### src/rtl/rwhp_pkg.sv
package rwhp_pkg;

  // Tags as they appear in file order, first byte in the top bits.
  localparam logic [31:0] TAG_RIFF = 32'h5249_4646;
  localparam logic [31:0] TAG_WAVE = 32'h5741_5645;
  localparam logic [31:0] TAG_FMT  = 32'h666D_7420;
  localparam logic [31:0] TAG_DATA = 32'h6461_7461;

  // Bytes of a fmt chunk body that carry fields we keep.
  localparam logic [31:0] FMT_CAPTURE_BYTES = 32'd16;
  // Bytes in a tag or size field.
  localparam logic [31:0] FIELD_BYTES       = 32'd4;

  localparam logic [15:0] FORMAT_PCM   = 16'd1;
  localparam logic [12:0] PCM16_WIDTH  = 13'd2;
  localparam logic [15:0] MONO_COUNT   = 16'd1;

  typedef enum logic [2:0] {
    ST_OK         = 3'd0,
    ST_NO_RIFF    = 3'd1,
    ST_NO_WAVE    = 3'd2,
    ST_NO_CHUNK   = 3'd3,
    ST_BAD_FORMAT = 3'd4,
    ST_NOT_MONO   = 3'd5
  } status_t;

  typedef struct packed {
    logic [7:0] data_byte;
    logic       first_byte;
    logic       end_of_file;
  } item_t;

  typedef struct packed {
    status_t     status;
    logic [15:0] channels;
    logic [31:0] rate_hz;
    logic [12:0] sample_bytes;
    logic [31:0] body_start;
    logic [31:0] body_size;
  } result_t;

endpackage

### src/rtl/rwhp_in_stage.sv
module rwhp_in_stage (
  input  logic            clk,
  input  logic            rst_n,
  input  logic            in_valid,
  output logic            in_ready,
  input  rwhp_pkg::item_t in_item,
  input  logic            advance,
  output logic            item_valid,
  output rwhp_pkg::item_t item
);

  logic            valid_r;
  rwhp_pkg::item_t item_r;

  // The held word leaves on the same edge that a new one arrives.
  assign in_ready   = !valid_r || advance;
  assign item_valid = valid_r;
  assign item       = item_r;

  always_ff @(posedge clk) begin
    if (!rst_n) begin
      valid_r <= 1'b0;
    end else if (in_valid && in_ready) begin
      valid_r <= 1'b1;
    end else if (advance) begin
      valid_r <= 1'b0;
    end
  end

  always_ff @(posedge clk) begin
    if (in_valid && in_ready) begin
      item_r <= in_item;
    end
  end

endmodule

### src/rtl/rwhp_parser.sv
module rwhp_parser (
  input  logic              clk,
  input  logic              rst_n,
  input  logic              take,
  input  rwhp_pkg::item_t   item,
  output logic              res_valid,
  output rwhp_pkg::result_t res
);

  typedef enum logic [2:0] {
    PH_RIFF  = 3'd0,
    PH_RSIZE = 3'd1,
    PH_WAVE  = 3'd2,
    PH_CID   = 3'd3,
    PH_CSIZE = 3'd4,
    PH_BODY  = 3'd5,
    PH_PAD   = 3'd6
  } phase_t;

  phase_t      phase_r,   phase_nxt;
  logic [31:0] pos_r,     pos_nxt;
  logic [31:0] cnt_r,     cnt_nxt;
  logic [31:0] tag_r,     tag_nxt;
  logic [31:0] len_r,     len_nxt;
  logic        have_fmt_r, have_fmt_nxt;
  logic        have_data_r, have_data_nxt;
  logic [15:0] fmt_code_r, fmt_code_nxt;
  logic [15:0] chan_r,    chan_nxt;
  logic [31:0] rate_r,    rate_nxt;
  logic [15:0] bits_r,    bits_nxt;
  logic [31:0] offset_r,  offset_nxt;
  logic [31:0] length_r,  length_nxt;
  logic        done_r,    done_nxt;

  logic             emit;
  rwhp_pkg::status_t status;
  logic [31:0]      k;
  logic [31:0]      lim;
  logic             is_fmt;
  logic [7:0]       b;

  assign b = item.data_byte;

  always_comb begin
    phase_nxt     = phase_r;
    pos_nxt       = pos_r;
    cnt_nxt       = cnt_r;
    tag_nxt       = tag_r;
    len_nxt       = len_r;
    have_fmt_nxt  = have_fmt_r;
    have_data_nxt = have_data_r;
    fmt_code_nxt  = fmt_code_r;
    chan_nxt      = chan_r;
    rate_nxt      = rate_r;
    bits_nxt      = bits_r;
    offset_nxt    = offset_r;
    length_nxt    = length_r;
    done_nxt      = done_r;
    emit          = 1'b0;
    status        = rwhp_pkg::ST_OK;
    k             = 32'd0;
    lim           = 32'd0;

    // A new file restarts the parser before its first byte is taken.
    if (item.first_byte) begin
      phase_nxt     = PH_RIFF;
      pos_nxt       = 32'd0;
      cnt_nxt       = 32'd0;
      tag_nxt       = 32'd0;
      len_nxt       = 32'd0;
      have_fmt_nxt  = 1'b0;
      have_data_nxt = 1'b0;
      fmt_code_nxt  = 16'd0;
      chan_nxt      = 16'd0;
      rate_nxt      = 32'd0;
      bits_nxt      = 16'd0;
      offset_nxt    = 32'd0;
      length_nxt    = 32'd0;
      done_nxt      = 1'b0;
    end

    is_fmt = (tag_nxt == rwhp_pkg::TAG_FMT);

    if (!done_nxt) begin
      pos_nxt = pos_nxt + 32'd1;
      unique case (phase_nxt)
        PH_RIFF, PH_WAVE: begin
          tag_nxt = {tag_nxt[23:0], b};
          cnt_nxt = cnt_nxt + 32'd1;
          if (cnt_nxt >= rwhp_pkg::FIELD_BYTES) begin
            cnt_nxt = 32'd0;
            if (phase_nxt == PH_RIFF) begin
              if (tag_nxt != rwhp_pkg::TAG_RIFF) begin
                emit   = 1'b1;
                status = rwhp_pkg::ST_NO_RIFF;
              end else begin
                phase_nxt = PH_RSIZE;
              end
            end else begin
              if (tag_nxt != rwhp_pkg::TAG_WAVE) begin
                emit   = 1'b1;
                status = rwhp_pkg::ST_NO_WAVE;
              end else begin
                phase_nxt = PH_CID;
              end
            end
            tag_nxt = 32'd0;
          end
        end
        PH_RSIZE: begin
          cnt_nxt = cnt_nxt + 32'd1;
          if (cnt_nxt >= rwhp_pkg::FIELD_BYTES) begin
            cnt_nxt   = 32'd0;
            phase_nxt = PH_WAVE;
          end
        end
        PH_CSIZE: begin
          len_nxt = len_nxt | ({24'd0, b} << {cnt_nxt[1:0], 3'b000});
          cnt_nxt = cnt_nxt + 32'd1;
          if (cnt_nxt >= rwhp_pkg::FIELD_BYTES) begin
            cnt_nxt = 32'd0;
            if (is_fmt) begin
              fmt_code_nxt = 16'd0;
              chan_nxt     = 16'd0;
              rate_nxt     = 32'd0;
              bits_nxt     = 16'd0;
              have_fmt_nxt = (len_nxt == 32'd0);
            end else if (tag_nxt == rwhp_pkg::TAG_DATA) begin
              offset_nxt    = pos_nxt;
              length_nxt    = len_nxt;
              have_data_nxt = 1'b1;
            end
            phase_nxt = (len_nxt == 32'd0) ? PH_CID : PH_BODY;
          end
        end
        PH_BODY: begin
          k = cnt_nxt;
          if (is_fmt && (k < rwhp_pkg::FMT_CAPTURE_BYTES)) begin
            case (k[3:0])
              4'd0:    fmt_code_nxt[7:0]  = fmt_code_nxt[7:0]  | b;
              4'd1:    fmt_code_nxt[15:8] = fmt_code_nxt[15:8] | b;
              4'd2:    chan_nxt[7:0]      = chan_nxt[7:0]      | b;
              4'd3:    chan_nxt[15:8]     = chan_nxt[15:8]     | b;
              4'd4:    rate_nxt[7:0]      = rate_nxt[7:0]      | b;
              4'd5:    rate_nxt[15:8]     = rate_nxt[15:8]     | b;
              4'd6:    rate_nxt[23:16]    = rate_nxt[23:16]    | b;
              4'd7:    rate_nxt[31:24]    = rate_nxt[31:24]    | b;
              4'd14:   bits_nxt[7:0]      = bits_nxt[7:0]      | b;
              4'd15:   bits_nxt[15:8]     = bits_nxt[15:8]     | b;
              default: ;
            endcase
          end
          cnt_nxt = k + 32'd1;
          lim = (len_nxt < rwhp_pkg::FMT_CAPTURE_BYTES) ? len_nxt
                                                         : rwhp_pkg::FMT_CAPTURE_BYTES;
          if (is_fmt && (cnt_nxt == lim)) begin
            have_fmt_nxt = 1'b1;
          end
          if (cnt_nxt == len_nxt) begin
            cnt_nxt   = 32'd0;
            phase_nxt = len_nxt[0] ? PH_PAD : PH_CID;
          end
        end
        PH_PAD: begin
          cnt_nxt   = 32'd0;
          phase_nxt = PH_CID;
        end
        default: begin
          // Chunk tag; the spare phase code also lands here.
          if (phase_nxt != PH_CID) begin
            phase_nxt = PH_CID;
            cnt_nxt   = 32'd0;
          end
          tag_nxt = {tag_nxt[23:0], b};
          cnt_nxt = cnt_nxt + 32'd1;
          if (cnt_nxt >= rwhp_pkg::FIELD_BYTES) begin
            cnt_nxt   = 32'd0;
            len_nxt   = 32'd0;
            phase_nxt = PH_CSIZE;
          end
        end
      endcase

      if (!emit && have_fmt_nxt && have_data_nxt) begin
        emit = 1'b1;
        if ((fmt_code_nxt != rwhp_pkg::FORMAT_PCM) ||
            (bits_nxt[15:3] != rwhp_pkg::PCM16_WIDTH)) begin
          status = rwhp_pkg::ST_BAD_FORMAT;
        end else if (chan_nxt != rwhp_pkg::MONO_COUNT) begin
          status = rwhp_pkg::ST_NOT_MONO;
        end else begin
          status = rwhp_pkg::ST_OK;
        end
      end

      if (!emit && item.end_of_file) begin
        emit = 1'b1;
        if (phase_nxt == PH_RIFF) begin
          status = rwhp_pkg::ST_NO_RIFF;
        end else if ((phase_nxt == PH_RSIZE) || (phase_nxt == PH_WAVE)) begin
          status = rwhp_pkg::ST_NO_WAVE;
        end else begin
          status = rwhp_pkg::ST_NO_CHUNK;
        end
      end

      if (emit) begin
        done_nxt = 1'b1;
      end
    end
  end

  assign res_valid        = emit;
  assign res.status       = status;
  assign res.channels     = chan_nxt;
  assign res.rate_hz      = rate_nxt;
  assign res.sample_bytes = bits_nxt[15:3];
  assign res.body_start   = offset_nxt;
  assign res.body_size    = length_nxt;

  always_ff @(posedge clk) begin
    if (!rst_n) begin
      phase_r     <= PH_RIFF;
      pos_r       <= 32'd0;
      cnt_r       <= 32'd0;
      tag_r       <= 32'd0;
      len_r       <= 32'd0;
      have_fmt_r  <= 1'b0;
      have_data_r <= 1'b0;
      fmt_code_r  <= 16'd0;
      chan_r      <= 16'd0;
      rate_r      <= 32'd0;
      bits_r      <= 16'd0;
      offset_r    <= 32'd0;
      length_r    <= 32'd0;
      done_r      <= 1'b0;
    end else if (take) begin
      phase_r     <= phase_nxt;
      pos_r       <= pos_nxt;
      cnt_r       <= cnt_nxt;
      tag_r       <= tag_nxt;
      len_r       <= len_nxt;
      have_fmt_r  <= have_fmt_nxt;
      have_data_r <= have_data_nxt;
      fmt_code_r  <= fmt_code_nxt;
      chan_r      <= chan_nxt;
      rate_r      <= rate_nxt;
      bits_r      <= bits_nxt;
      offset_r    <= offset_nxt;
      length_r    <= length_nxt;
      done_r      <= done_nxt;
    end
  end

endmodule

### src/rtl/rwhp_out_stage.sv
module rwhp_out_stage (
  input  logic              clk,
  input  logic              rst_n,
  input  logic              load,
  input  rwhp_pkg::result_t res,
  output logic              room,
  output logic              out_valid,
  input  logic              out_ready,
  output rwhp_pkg::result_t out_res
);

  logic              valid_r;
  rwhp_pkg::result_t res_r;

  // A new result may replace the one being taken in the same cycle.
  assign room      = !valid_r || out_ready;
  assign out_valid = valid_r;
  assign out_res   = res_r;

  always_ff @(posedge clk) begin
    if (!rst_n) begin
      valid_r <= 1'b0;
    end else if (load) begin
      valid_r <= 1'b1;
    end else if (out_ready) begin
      valid_r <= 1'b0;
    end
  end

  always_ff @(posedge clk) begin
    if (load) begin
      res_r <= res;
    end
  end

endmodule

### src/rtl/riff_wave_header_parser_core.sv
// Channel  Direction  Handshake               Word
// in_      input      in_valid / in_ready     data_byte, first_byte, end_of_file
// out_     output     out_valid / out_ready   status, header fields; at most one per file
//
// One byte is parsed per cycle unless held; a result is registered as its byte is parsed.
// The byte rate is set by the single parse step between the input and result registers.
// Reset (rst_n low, synchronous) empties both registers and returns the parser to the
// RIFF tag. While the result register is full and out_ready is low the parser holds,
// and in_ready drops once the input register is also full.
module riff_wave_header_parser_core (
  input  logic        clk,
  input  logic        rst_n,
  input  logic        in_valid,
  output logic        in_ready,
  input  logic [7:0]  in_data_byte,
  input  logic        in_first_byte,
  input  logic        in_end_of_file,
  output logic        out_valid,
  input  logic        out_ready,
  output logic [2:0]  out_status,
  output logic [15:0] out_channels,
  output logic [31:0] out_rate_hz,
  output logic [12:0] out_sample_bytes,
  output logic [31:0] out_body_start,
  output logic [31:0] out_body_size
);

  rwhp_pkg::item_t   in_item;
  rwhp_pkg::item_t   item;
  rwhp_pkg::result_t res;
  rwhp_pkg::result_t out_res;
  logic              item_valid;
  logic              room;
  logic              take;
  logic              res_valid;

  assign in_item.data_byte   = in_data_byte;
  assign in_item.first_byte  = in_first_byte;
  assign in_item.end_of_file = in_end_of_file;

  assign take = item_valid && room;

  rwhp_in_stage u_in (
    .clk        (clk),
    .rst_n      (rst_n),
    .in_valid   (in_valid),
    .in_ready   (in_ready),
    .in_item    (in_item),
    .advance    (take),
    .item_valid (item_valid),
    .item       (item)
  );

  rwhp_parser u_parse (
    .clk       (clk),
    .rst_n     (rst_n),
    .take      (take),
    .item      (item),
    .res_valid (res_valid),
    .res       (res)
  );

  rwhp_out_stage u_out (
    .clk       (clk),
    .rst_n     (rst_n),
    .load      (take && res_valid),
    .res       (res),
    .room      (room),
    .out_valid (out_valid),
    .out_ready (out_ready),
    .out_res   (out_res)
  );

  assign out_status       = out_res.status;
  assign out_channels     = out_res.channels;
  assign out_rate_hz      = out_res.rate_hz;
  assign out_sample_bytes = out_res.sample_bytes;
  assign out_body_start   = out_res.body_start;
  assign out_body_size    = out_res.body_size;

endmodule

### config.mk
export PLATFORM = sky130hd
export DESIGN_NAME = riff_wave_header_parser_core
export DESIGN_NICKNAME = d
export VERILOG_FILES = /design/src/rtl/rwhp_pkg.sv /design/src/rtl/rwhp_in_stage.sv /design/src/rtl/rwhp_parser.sv /design/src/rtl/rwhp_out_stage.sv /design/src/rtl/riff_wave_header_parser_core.sv
export SDC_FILE = /design/constraint.sdc
export NUM_CORES = 1
export LEC_CHECK = 0
export BUFFER_PORTS_ARGS = -buffer_cell sky130_fd_sc_hd__buf_2
export CAP_MARGIN = 20
export CORE_ASPECT_RATIO = 0.7
export CORE_MARGIN = 4
export CORE_UTILIZATION = 55
export DETAILED_ROUTE_END_ITERATION = 8
export MAX_ROUTING_LAYER = met4
export PLACE_DENSITY_LB_ADDON = 0.25
export RECOVER_POWER = 25
export SETUP_SLACK_MARGIN = 0.05
export SYNTH_ARGS = -nofsm -noshare
export SYNTH_HDL_FRONTEND = slang
export SYNTH_SLANG_ARGS = --single-unit
### constraint.sdc
create_clock -name clk -period 27.7 [get_ports clk]
set_clock_uncertainty 0.15 [all_clocks]
set_input_delay 2.77 -clock clk [delete_from_list [all_inputs] [get_ports clk]]
set_output_delay 2.77 -clock clk [all_outputs]
set_load 0.02 [all_outputs]
Yosys cells after proc, flatten, opt, wreduce, memory -nomap -nowiden --
Cells that the tools add are included.
Word-level totals: word-level logic and storage cells 224, bits of input ports 14, register bits after elaboration 418
Cells by class: bitwise gates (word level) 11, mux-type cells 127, magnitude comparators 4, equality and inequality tests 26, add/subtract/negate cells 3, reductions and logical operators 27, shifts and indexed selects 1
Operators by type and width (count):
- $mux W32 | 34
- $mux W16 | 18
- $pmux W32 S2 | 3
- $add A32 B1 Y32 const B | 3
- $pmux W16 S2 | 3
- $pmux W32 S3 | 1
- $mux W8 | 10
- $or A8 B8 Y8 | 10
- $mux W3 | 22
- $eq A32 B31 Y1 const B | 2
- $eq A32 B32 Y1 | 2
- $ge A32 B3 Y1 const B | 2
- $lt A32 B5 Y1 const B | 2
- $ne A32 B31 Y1 const B | 2
- $mux W1 | 33
- $logic_not A32 Y1 | 1
- $ne A16 B1 Y1 const B | 2
- $or A32 B32 Y32 | 1
- $shl A8 B5 Y32 | 1
- $eq A4 B3 Y1 const B | 4
- $pmux W3 S5 | 1
- $ne A13 B2 Y1 const B | 1
- $eq A3 B3 Y1 const B | 3
- $eq A4 B2 Y1 const B | 2
- other kinds (17) | 36

Logic depth before layout (Yosys ltp) --
Gate-level depths: netlist of run 1.
depth in word-level cells 19, depth in mapped cells 27, gate-level depth less buffers 19

Cells and area by module --
Synthesis of run 1 repeated with hierarchy kept, for this count alone.
Unflattened totals: cell total of the unflattened synthesis 2673, area, all modules 22137.5 um^2
Modules (own cells, without submodules):
- rwhp_parser | seq. area each 5505.3 um^2, instances 1, cells each 2524, area each 17874.6 um^2
- rwhp_out_stage | seq. area each 3863.7 um^2, instances 1, cells each 132, area each 3892.5 um^2
- rwhp_in_stage | seq. area each 320.3 um^2, instances 1, cells each 15, area each 357.8 um^2
- riff_wave_header_parser_core | seq. area each 0.0 um^2, instances 1, cells each 2, area each 12.5 um^2

Least setup slack after synthesis of run 1 --
OpenSTA, ideal clock, no wires.
kind register to register, from register u_in.item_r, in the netlist u_in.item[1], to register u_out.res_r, in the netlist u_out.out_res[0] (enable), path buffers 4, data required time 26.931 ns, period minus slack after synthesis 9.808 ns, cell stages (with the launch flop) 17, path slack 17.892 ns, arrival 9.039 ns, cells stage by stage edfxtp_1 -> buf_2 -> buf_2 -> buf_2 -> nor2b_1 -> ha_1 -> nand3_1 -> or4_1 -> buf_2 -> or4_4 -> a41o_1 -> and4_4 -> nand2_1 -> and3_1 -> o221ai_2 -> and3b_1 -> nor2_1
On the way: word-level cells in the longest chain between the ends 18, elaborated cells between the ends (all ways) 52
Ends and longest elaborated chain:
- start: declaration | RTL line rwhp_in_stage.sv:13 | rwhp_pkg::item_t item_r;
- start signal: assignment | RTL line rwhp_in_stage.sv:32 | item_r <= in_item;
- parallel branches: the longest is 16 deep, another holds $add A32 B1 Y32
- $mux W1 * | RTL line rwhp_parser.sv:84 | if (!done_nxt) begin
- $logic_and A1 B1 Y1 * | RTL line riff_wave_header_parser_core.sv:66 | .load (take && res_valid),
- net u_out.load | RTL line rwhp_out_stage.sv:4 | input logic load,
- end signal: assignment | RTL line rwhp_out_stage.sv:32 | res_r <= res;
- end: declaration | RTL line rwhp_out_stage.sv:13 | rwhp_pkg::result_t res_r;
Mark *: on every way through the listed nets, which the timed path passes. The select of a mux whose other input is x is not followed. A chain may end at the register's enable or synchronous reset.

Final worst setup path of run 1 --
from register u_in.item_r, in the netlist u_in.item[1], to register u_out.res_r, in the netlist u_out.out_res[44] (enable)
Same word-level chain as after synthesis.

==> results.yml, run 1 <==
sta:
  finalCritPeriodShare_pct: 40.8
  timing.max_slew.rel_slack_pct: -270
  clock.fmax_ghz: 0.0886
  fin_tns_setup_ns: 0
  layout_min_cycle_time_ns: 11.29
  tightestPinTransition_ns: 5.55
  hold_viol_final: 0
  report.final.slew_viol_count: 316
  setup_viol: 0
  unrepaired_setup_endpoints_after_global_routing: "no"
yosys:
  syn_area_sq_um: 22100
  synth-edff-count: 138
  synth_flop_cell: "dfxtp_1"
  synth_top_area_share_pct: 25.1
  synth.top_cells.by_area: "dfxtp_1 25%, edfxtp_1 19%, nor2_1 6.9%, a21oi_1 4.4%, nand2_1 4.4%"
  yosysWarningCount: 0
  mappedNetlistNets: 2692
  syn_avg_cell_area_sq_um: 8.30
  yosysSeqAreaShare_pct: 43.8
  synth_cells: 2667
  synthArstFlopShare_pct: 0
  most_instantiated_library_cell_after_synthesis: "nor2_1"
  synth_commonest_cells: "409 x nor2_1, 277 x dfxtp_1, 261 x nand2_1"
  synth_cell_types: 102
  postSynthRegisterBits: 415
  yosysTopAreaCell: "dfxtp_1"
routing:
  post-route-drc-count: 0
  detail_route.wl_per_cell_um: 25.7
  dr.pass1.iters: 6
  detail-route-antenna-nets: 0
  detail_route.iter0.violations: 3224
  dr_total_vias: 22200
  final_routed_wirelength_across_all_metal_layers_mm: 83.3
  vias_per_cell: 6.86
run_status:
  violations: "capacitance limit, slew limit"
  result_of_the_run: "complete, but fails checks"
worst_setup_path:
  required_ns: 27.72
  critical_path.n_buffers_inverters: 4
  path_class: "reg2reg"
  timing.critical_path.max_delay_family: "buffers and inverters"
  critical_path.startpoint_type: "flop"
  critical_path_arrival_ns: 11.31
  cpMaxStageDelayCell: "clkbuf_1"
  critical_path_peak_fanout: 124
  critical_path.max_stage_delay_ns: 3.87
  cp-end-kind: "flop"
  timing.critical_path.mode_cell: "buf_4"
  timing.critical_path.cells: "clkbuf_1 > buf_4 > o21bai_1 > nor2b_1 > a31oi_1 > a211oi_1 > and4_1 > and4_4 > nand2_1 > o211ai_1 > o221ai_2 > and3b_1 > nor2_4 > buf_4 > buf_4"
grt:
  grt_first_pass_wirelength_mm: 124
  first_global_vias: 19800
  antenna_found_initial: 2
  grt_max_degree: 125
  globalRouteOverflowTotal: 0
  gr-usage-all-layers_pct: 37.9
clock_network:
  tritoncts_clock_tree: "built"
  cts_hold_buffers: 0
  cts_root_buf: "clkbuf_16"
  ctsLongestPathBuffers: 3
  cts_setup_buffers: 0
  cts_inserted_buffers: 40
  clk_transition_reported_paths_ns: 0.07
  cts.sink_count: 415
  insertion_delay_ns: 0.55
  postCtsResizedCells: 0
  cts-htree-levels: 2
power_and_ir_drop:
  leakage_power_total_uw: 0.00803
  ir_worst_vdd_mv: 0.0505
  p_per_area_nw_per_um2: 54.0
die:
  chipHeight_um: 176
  fp.dieArea_sq_um: 43600
  boundaryPins: 144
  floorplan.core_area_sq_um: 39700
  chipWidth_um: 248
  start_util_pct: 55.8
  rows: 61
place:
  dpl.hpwl_mm: 57.5
  port_buffers: 143
  place.gp.congestion: 1.04
cells_and_area:
  nets: 2693
  proportion_of_layout_cells_with_a_drive_suffix_above_1_pct: 6.33
  postLayoutCoreUtil_pct: 60.7
  areaGrowthSynthToFinish_pct: 8.83
hold_path:
  min-delay-path-class: "reg2reg"
run:
  max_cap_viol_count: 4
routing by layer:
| metal | track usage, % | share of wire [%] | vias up |
|---|---|---|---|
| met4 | 8.08 | 2.2 | 0 |
| met5 | - | 0 | - |
| li1 | - | - | 9764 |
| met3 | 11.9 | 14 | 158 |
| met2 | 50.6 | 40 | 1620 |
| met1 | 56.1 | 43 | 10600 |
state kept, by name, summed over array words and instances (netlist names):
signal,flops
u_parse.rate_r,32
u_parse.chan_r,16
u_parse.offset_r,32
u_parse.done_r,1
u_parse.fmt_code_r,16
u_out.out_res,128
u_parse.phase_r,3
u_parse.len_r,32
u_in.item_valid,1
u_parse.have_data_r,1
u_parse.pos_r,32
u_parse.cnt_r,32
u_parse.tag_r,32
u_out.out_valid,1
u_in.item,10
u_parse.length_r,32
u_parse.have_fmt_r,1
u_parse.bits_r,13
report_power, final:
group,internal (uW),switching (uW),leakage [uW]
Combinational,20.8,72.6,0.00378
Clock,321,242,0.000649
Sequential,637,6.33,0.00360
Total,978,321,0.00803
cell families (layout without fill, tap and decap cells):
family	Yosys count	after routing	synth area share (%)
adder cells (fa/ha/maj)	11	11	0.622
multiplexers	7	7	0.322
buffers and inverters	258	291	4.83
XOR/XNOR	59	59	2.40
AND/OR/NAND/NOR	1216	1216	27.4
other	0	1	0
flip-flops	415	415	43.8
AO/OA/AOI/OAI	701	701	20.7
placed cells by master, fill, tap and decap left out, drive strengths merged, types with 18 or more instances in the layout:
| master | n |
|---|---|
| nor2b | 25 |
| nor2 | 410 |
| a22o | 25 |
| clkbuf | 184 |
| xor2 | 23 |
| buf | 53 |
| or3 | 25 |
| a211oi | 24 |
| nand3b | 18 |
| inv | 31 |
| dfxtp | 277 |
| a31oi | 18 |
| nor3 | 108 |
| edfxtp | 138 |
| o21ai | 152 |
| nand4 | 43 |
| or4 | 23 |
| nor4 | 58 |
| and3 | 38 |
| a22oi | 107 |
| nand2 | 263 |
| xnor2 | 35 |
| and2 | 18 |
| a21oi | 196 |
| a21o | 29 |
| nand3 | 100 |
final timing paths:
check	startpoint	to	slack [ns]	depth (start not counted)
worst min register to register	u_parse.rate_r[15]$_SDFFE_PN0P_	u_parse.rate_r[15]$_SDFFE_PN0P_	0.31	2
worst max register to register	u_in.item[1]$_DFFE_PP_	u_out.out_res[44]$_DFFE_PP_	16.41	15
worst max-delay path	u_in.item[1]$_DFFE_PP_	u_out.out_res[44]$_DFFE_PP_	16.41	15
worst min-delay path	u_parse.rate_r[15]$_SDFFE_PN0P_	u_parse.rate_r[15]$_SDFFE_PN0P_	0.31	2
cell type report:
type	instances	area, sq um
fill	3513	15600
timing repair buffer	187	872
antenna	1	2.50
clock buffer	50	1060
tap	535	669
multi-input combinational	1994	11400
sequential	415	9690
inverter	30	114
clock inverter	24	256
worst register-to-register path, cell delays in order, from the launching register on:
cell	delay, ns
edfxtp_1	0.78
clkbuf_1	3.87
buf_4	1.30
o21bai_1	0.58
nor2b_1	0.23
a31oi_1	0.09
a211oi_1	0.23
and4_1	0.30
and4_4	0.30
nand2_1	0.24
o211ai_1	0.26
o221ai_2	0.20
and3b_1	0.27
nor2_4	0.71
buf_4	0.65
buf_4	0.71
per-stage QoR:
step	total power (uW)	std cells	area [sq um]	setup slack (ns)	hold slack [ns]
6_report	1300	3236	24100	16.41	0.308
3_5_place_dp	747	3159	22900	19.84	0.298
4_1_cts	1300	3233	24300	19.83	0.306
3_3_place_gp	745	3158	22900	20.22	0.289
2_1_floorplan	716	2667	22100	17.89	0.281
5_1_grt	1340	3236	24100	15.86	0.317
Note: power is estimated with default switching activity, not from simulation.
==> run 2, diff against run 1 <==
--- a/config.mk
+++ b/config.mk
@@ -5,6 +5,7 @@
 export SDC_FILE = /design/constraint.sdc
 export NUM_CORES = 1
 export LEC_CHECK = 0
+export ABC_AREA = 1
 export BUFFER_PORTS_ARGS = -buffer_cell sky130_fd_sc_hd__buf_2
 export CAP_MARGIN = 20
 export CORE_ASPECT_RATIO = 0.7
==> constraint.sdc (replaced) <==
create_clock -name clk -period 11.8 [get_ports clk]
set_clock_uncertainty 0.15 [all_clocks]
set_input_delay 1.18 -clock clk [delete_from_list [all_inputs] [get_ports clk]]
set_output_delay 1.18 -clock clk [all_outputs]
set_load 0.02 [all_outputs]
==> results.yml, run 2 <==
routing:
  dr.pass1.iters: 6
  detail_route.wl_per_cell_um: 19.7
  detail-route-antenna-nets: 0
  dr_total_vias: 26700
  vias_per_cell: 5.98
  detail_route.iter0.violations: 3978
  final_routed_wirelength_across_all_metal_layers_mm: 87.9
  post-route-drc-count: 0
place:
  place.gp.congestion: 1.06
  port_buffers: 143
  dpl.hpwl_mm: 60.3
yosys:
  synth.top_cells.by_area: "dfxtp_1 21%, edfxtp_1 16%, nand2_1 10%, inv_1 7.7%, o21ai_0 6.9%"
  postSynthRegisterBits: 415
  synthArstFlopShare_pct: 0
  syn_area_sq_um: 25900
  synth_top_area_share_pct: 21.4
  synth_commonest_cells: "716 x nand2_1, 535 x inv_1, 405 x nor2_1"
  yosysWarningCount: 0
  synth_flop_cell: "dfxtp_1"
  synth_cell_types: 56
  yosysSeqAreaShare_pct: 37.4
  yosysTopAreaCell: "dfxtp_1"
  mappedNetlistNets: 3856
  synth-edff-count: 138
  most_instantiated_library_cell_after_synthesis: "nand2_1"
  syn_avg_cell_area_sq_um: 6.77
  synth_cells: 3831
hold_path:
  min-delay-path-class: "reg2reg"
  min_path_cells: 2
  whs_endpoint: "u_parse.tag_r[29]$_SDFFE_PN0P_"
  worstHoldStart: "u_parse.tag_r[29]$_SDFFE_PN0P_"
worst_setup_path:
  reg2reg_capture_point: "u_out.out_res[16]$_DFFE_PP_"
  path_class: "reg2reg"
  r2r_setup_slack_ns: 2.99
  required_ns: 11.85
  reg2reg_from: "u_in.item[1]$_DFFE_PP_"
  timing.reg2reg.worst_path_depth: 23
  critical_path_peak_fanout: 139
  cp-end-kind: "flop"
  critical_path_arrival_ns: 8.86
  critical_path.startpoint_type: "flop"
sta:
  fin_tns_setup_ns: 0
  unrepaired_setup_endpoints_after_global_routing: "no"
  finalCritPeriodShare_pct: 74.7
  hold_viol_final: 0
  timing.max_slew.rel_slack_pct: -94.9
  layout_min_cycle_time_ns: 8.81
  clock.fmax_ghz: 0.113
  tightestPinTransition_ns: 2.92
  setup_viol: 0
  report.final.slew_viol_count: 119
cells_and_area:
  areaGrowthSynthToFinish_pct: 7.83
  proportion_of_layout_cells_with_a_drive_suffix_above_1_pct: 4.60
  largest_reg_flops: 128
  nets: 3837
  final_cell_mix: "716 x nand2_1, 531 x inv_1, 404 x nor2_1"
  multi_input_area_sq_um: 13100
  layout.filler_cells: 4434
  mostFrequentLayoutCell: "nand2_1"
  ff_latch_area_sq_um: 9690
power_and_ir_drop:
  share_comb_of_total_power_pct: 16.0
  leakage_power_total_uw: 0.0120
  p_int_uw: 2580
  power_frac_clock_pct: 39.5
  power_switching_uw: 1100
  share_seq_of_total_power_pct: 44.6
  fin_total_pwr_uw: 3690
  switching_share_of_total_power_pct: 29.9
  p_per_area_nw_per_um2: 132
  ir_worst_vdd_mv: 0.0985
grt:
  grt_first_pass_wirelength_mm: 137
  antenna_found_initial: 1
  gr-usage-all-layers_pct: 34.7
  globalRouteOverflowTotal: 0
  grt_max_degree: 140
  first_global_vias: 23600
clock_network:
  insertion_delay_ns: 0.59
  cts_setup_buffers: 0
  tritoncts_clock_tree: "built"
  clk_transition_reported_paths_ns: 0.07
  ctsLongestPathBuffers: 3
  cts_hold_buffers: 0
  cts_inserted_buffers: 42
  cts-htree-levels: 2
  cts.sink_count: 415
  postCtsResizedCells: 0
  cts_root_buf: "clkbuf_16"
die:
  rows: 66
  floorplan.core_area_sq_um: 46500
  start_util_pct: 55.8
  chipWidth_um: 268
  fp.dieArea_sq_um: 50800
  boundaryPins: 144
  chipHeight_um: 190
run_status:
  violations: "capacitance limit, slew limit"
  result_of_the_run: "complete, but fails checks"
run:
  max_cap_viol_count: 2
[run 2: through the flow]
| stage | hold WS (ns) | std cells | setup slack (ns) | instance area [sq um] | utilization, % |
|---|---|---|---|---|---|
| floorplan | 0.295 | 3831 | 5.29 | 25900 | - |
| global placement | 0.305 | 4379 | 4.61 | 26700 | 57.4 |
| detailed placement | 0.314 | 4380 | 4.38 | 26700 | 57.5 |
| CTS | 0.323 | 4458 | 4.33 | 28200 | 60.6 |
| global route | 0.358 | 4459 | 2.52 | 28000 | 60.2 |
| finish | 0.318 | 4459 | 2.99 | 28000 | 60.2 |
[run 2: cell families after synthesis]
| family | synth area share, % |
|---|---|
| AND/OR/NAND/NOR | 27.1 |
| AO/OA/AOI/OAI | 20.7 |
| buffers and inverters | 12.0 |
| flip-flops | 37.4 |
| XOR/XNOR | 1.65 |
| multiplexers | 0.656 |
| adder cells (fa/ha/maj) | 0.531 |
[run 2: final cells by class]
type | instances | share of cell area (%)
inverters | 552 | 7.46
diodes | 1 | 0.00895
flip-flops and latches | 415 | 34.6
repair buffers | 177 | 3.00
clock buffers | 54 | 4.03
clock inverters | 24 | 1.23
well taps | 612 | 2.74
multi-input cells | 2624 | 46.9
[run 2: how the worst max path moves through the flow]
stage | cells after the start | endpoint | from
after detailed placement | 24 | u_out.out_res[20]$_DFFE_PP_ | u_in.item[1]$_DFFE_PP_
after floorplan | 24 | u_out.out_res[0]$_DFFE_PP_ | u_in.item[1]$_DFFE_PP_
after CTS | 24 | u_out.out_res[16]$_DFFE_PP_ | u_in.item[1]$_DFFE_PP_
after global routing | 23 | u_out.out_res[16]$_DFFE_PP_ | u_in.item[1]$_DFFE_PP_
after global placement | 24 | u_out.out_res[23]$_DFFE_PP_ | u_in.item[1]$_DFFE_PP_
final | 23 | u_out.out_res[16]$_DFFE_PP_ | u_in.item[1]$_DFFE_PP_
[run 2: worst max-delay path, stage by stage, from the launching register on]
cell and delay [ns]:
edfxtp_1 0.37, buf_12 0.48, clkinvlp_2 1.70, buf_4 0.91
nand2_1 0.80, nor2_1 0.15, nand2_1 0.11, nand2_1 0.09
nand2_1 0.12, nand2_1 0.05, nor2_1 0.11, nand2_1 0.09
nor2_4 0.23, nand2_4 0.25, inv_2 0.39, nor2_1 0.11
nor2_1 0.19, nand2_1 0.07, inv_1 0.05, nand3_1 0.13
nand3_1 0.12, nand2_1 0.10, inv_4 0.59, buf_4 0.74
[run 2: routing by layer]
| metal | GRT usage [%] | share of wire (%) |
|---|---|---|
| met1 | 52.8 | 46 |
| met2 | 43.9 | 38 |
| met3 | 10.3 | 14 |
| met4 | 8.99 | 2.5 |
| met5 | - | 0 |
[run 2: power groups by stage]
stage	clock network, uW	logic [uW]	registers (uW)
floorplan	0	382	1690
global placement	0	575	1670
detailed placement	0	579	1670
CTS	1470	582	1640
global route	1530	649	1650
finish	1460	588	1640
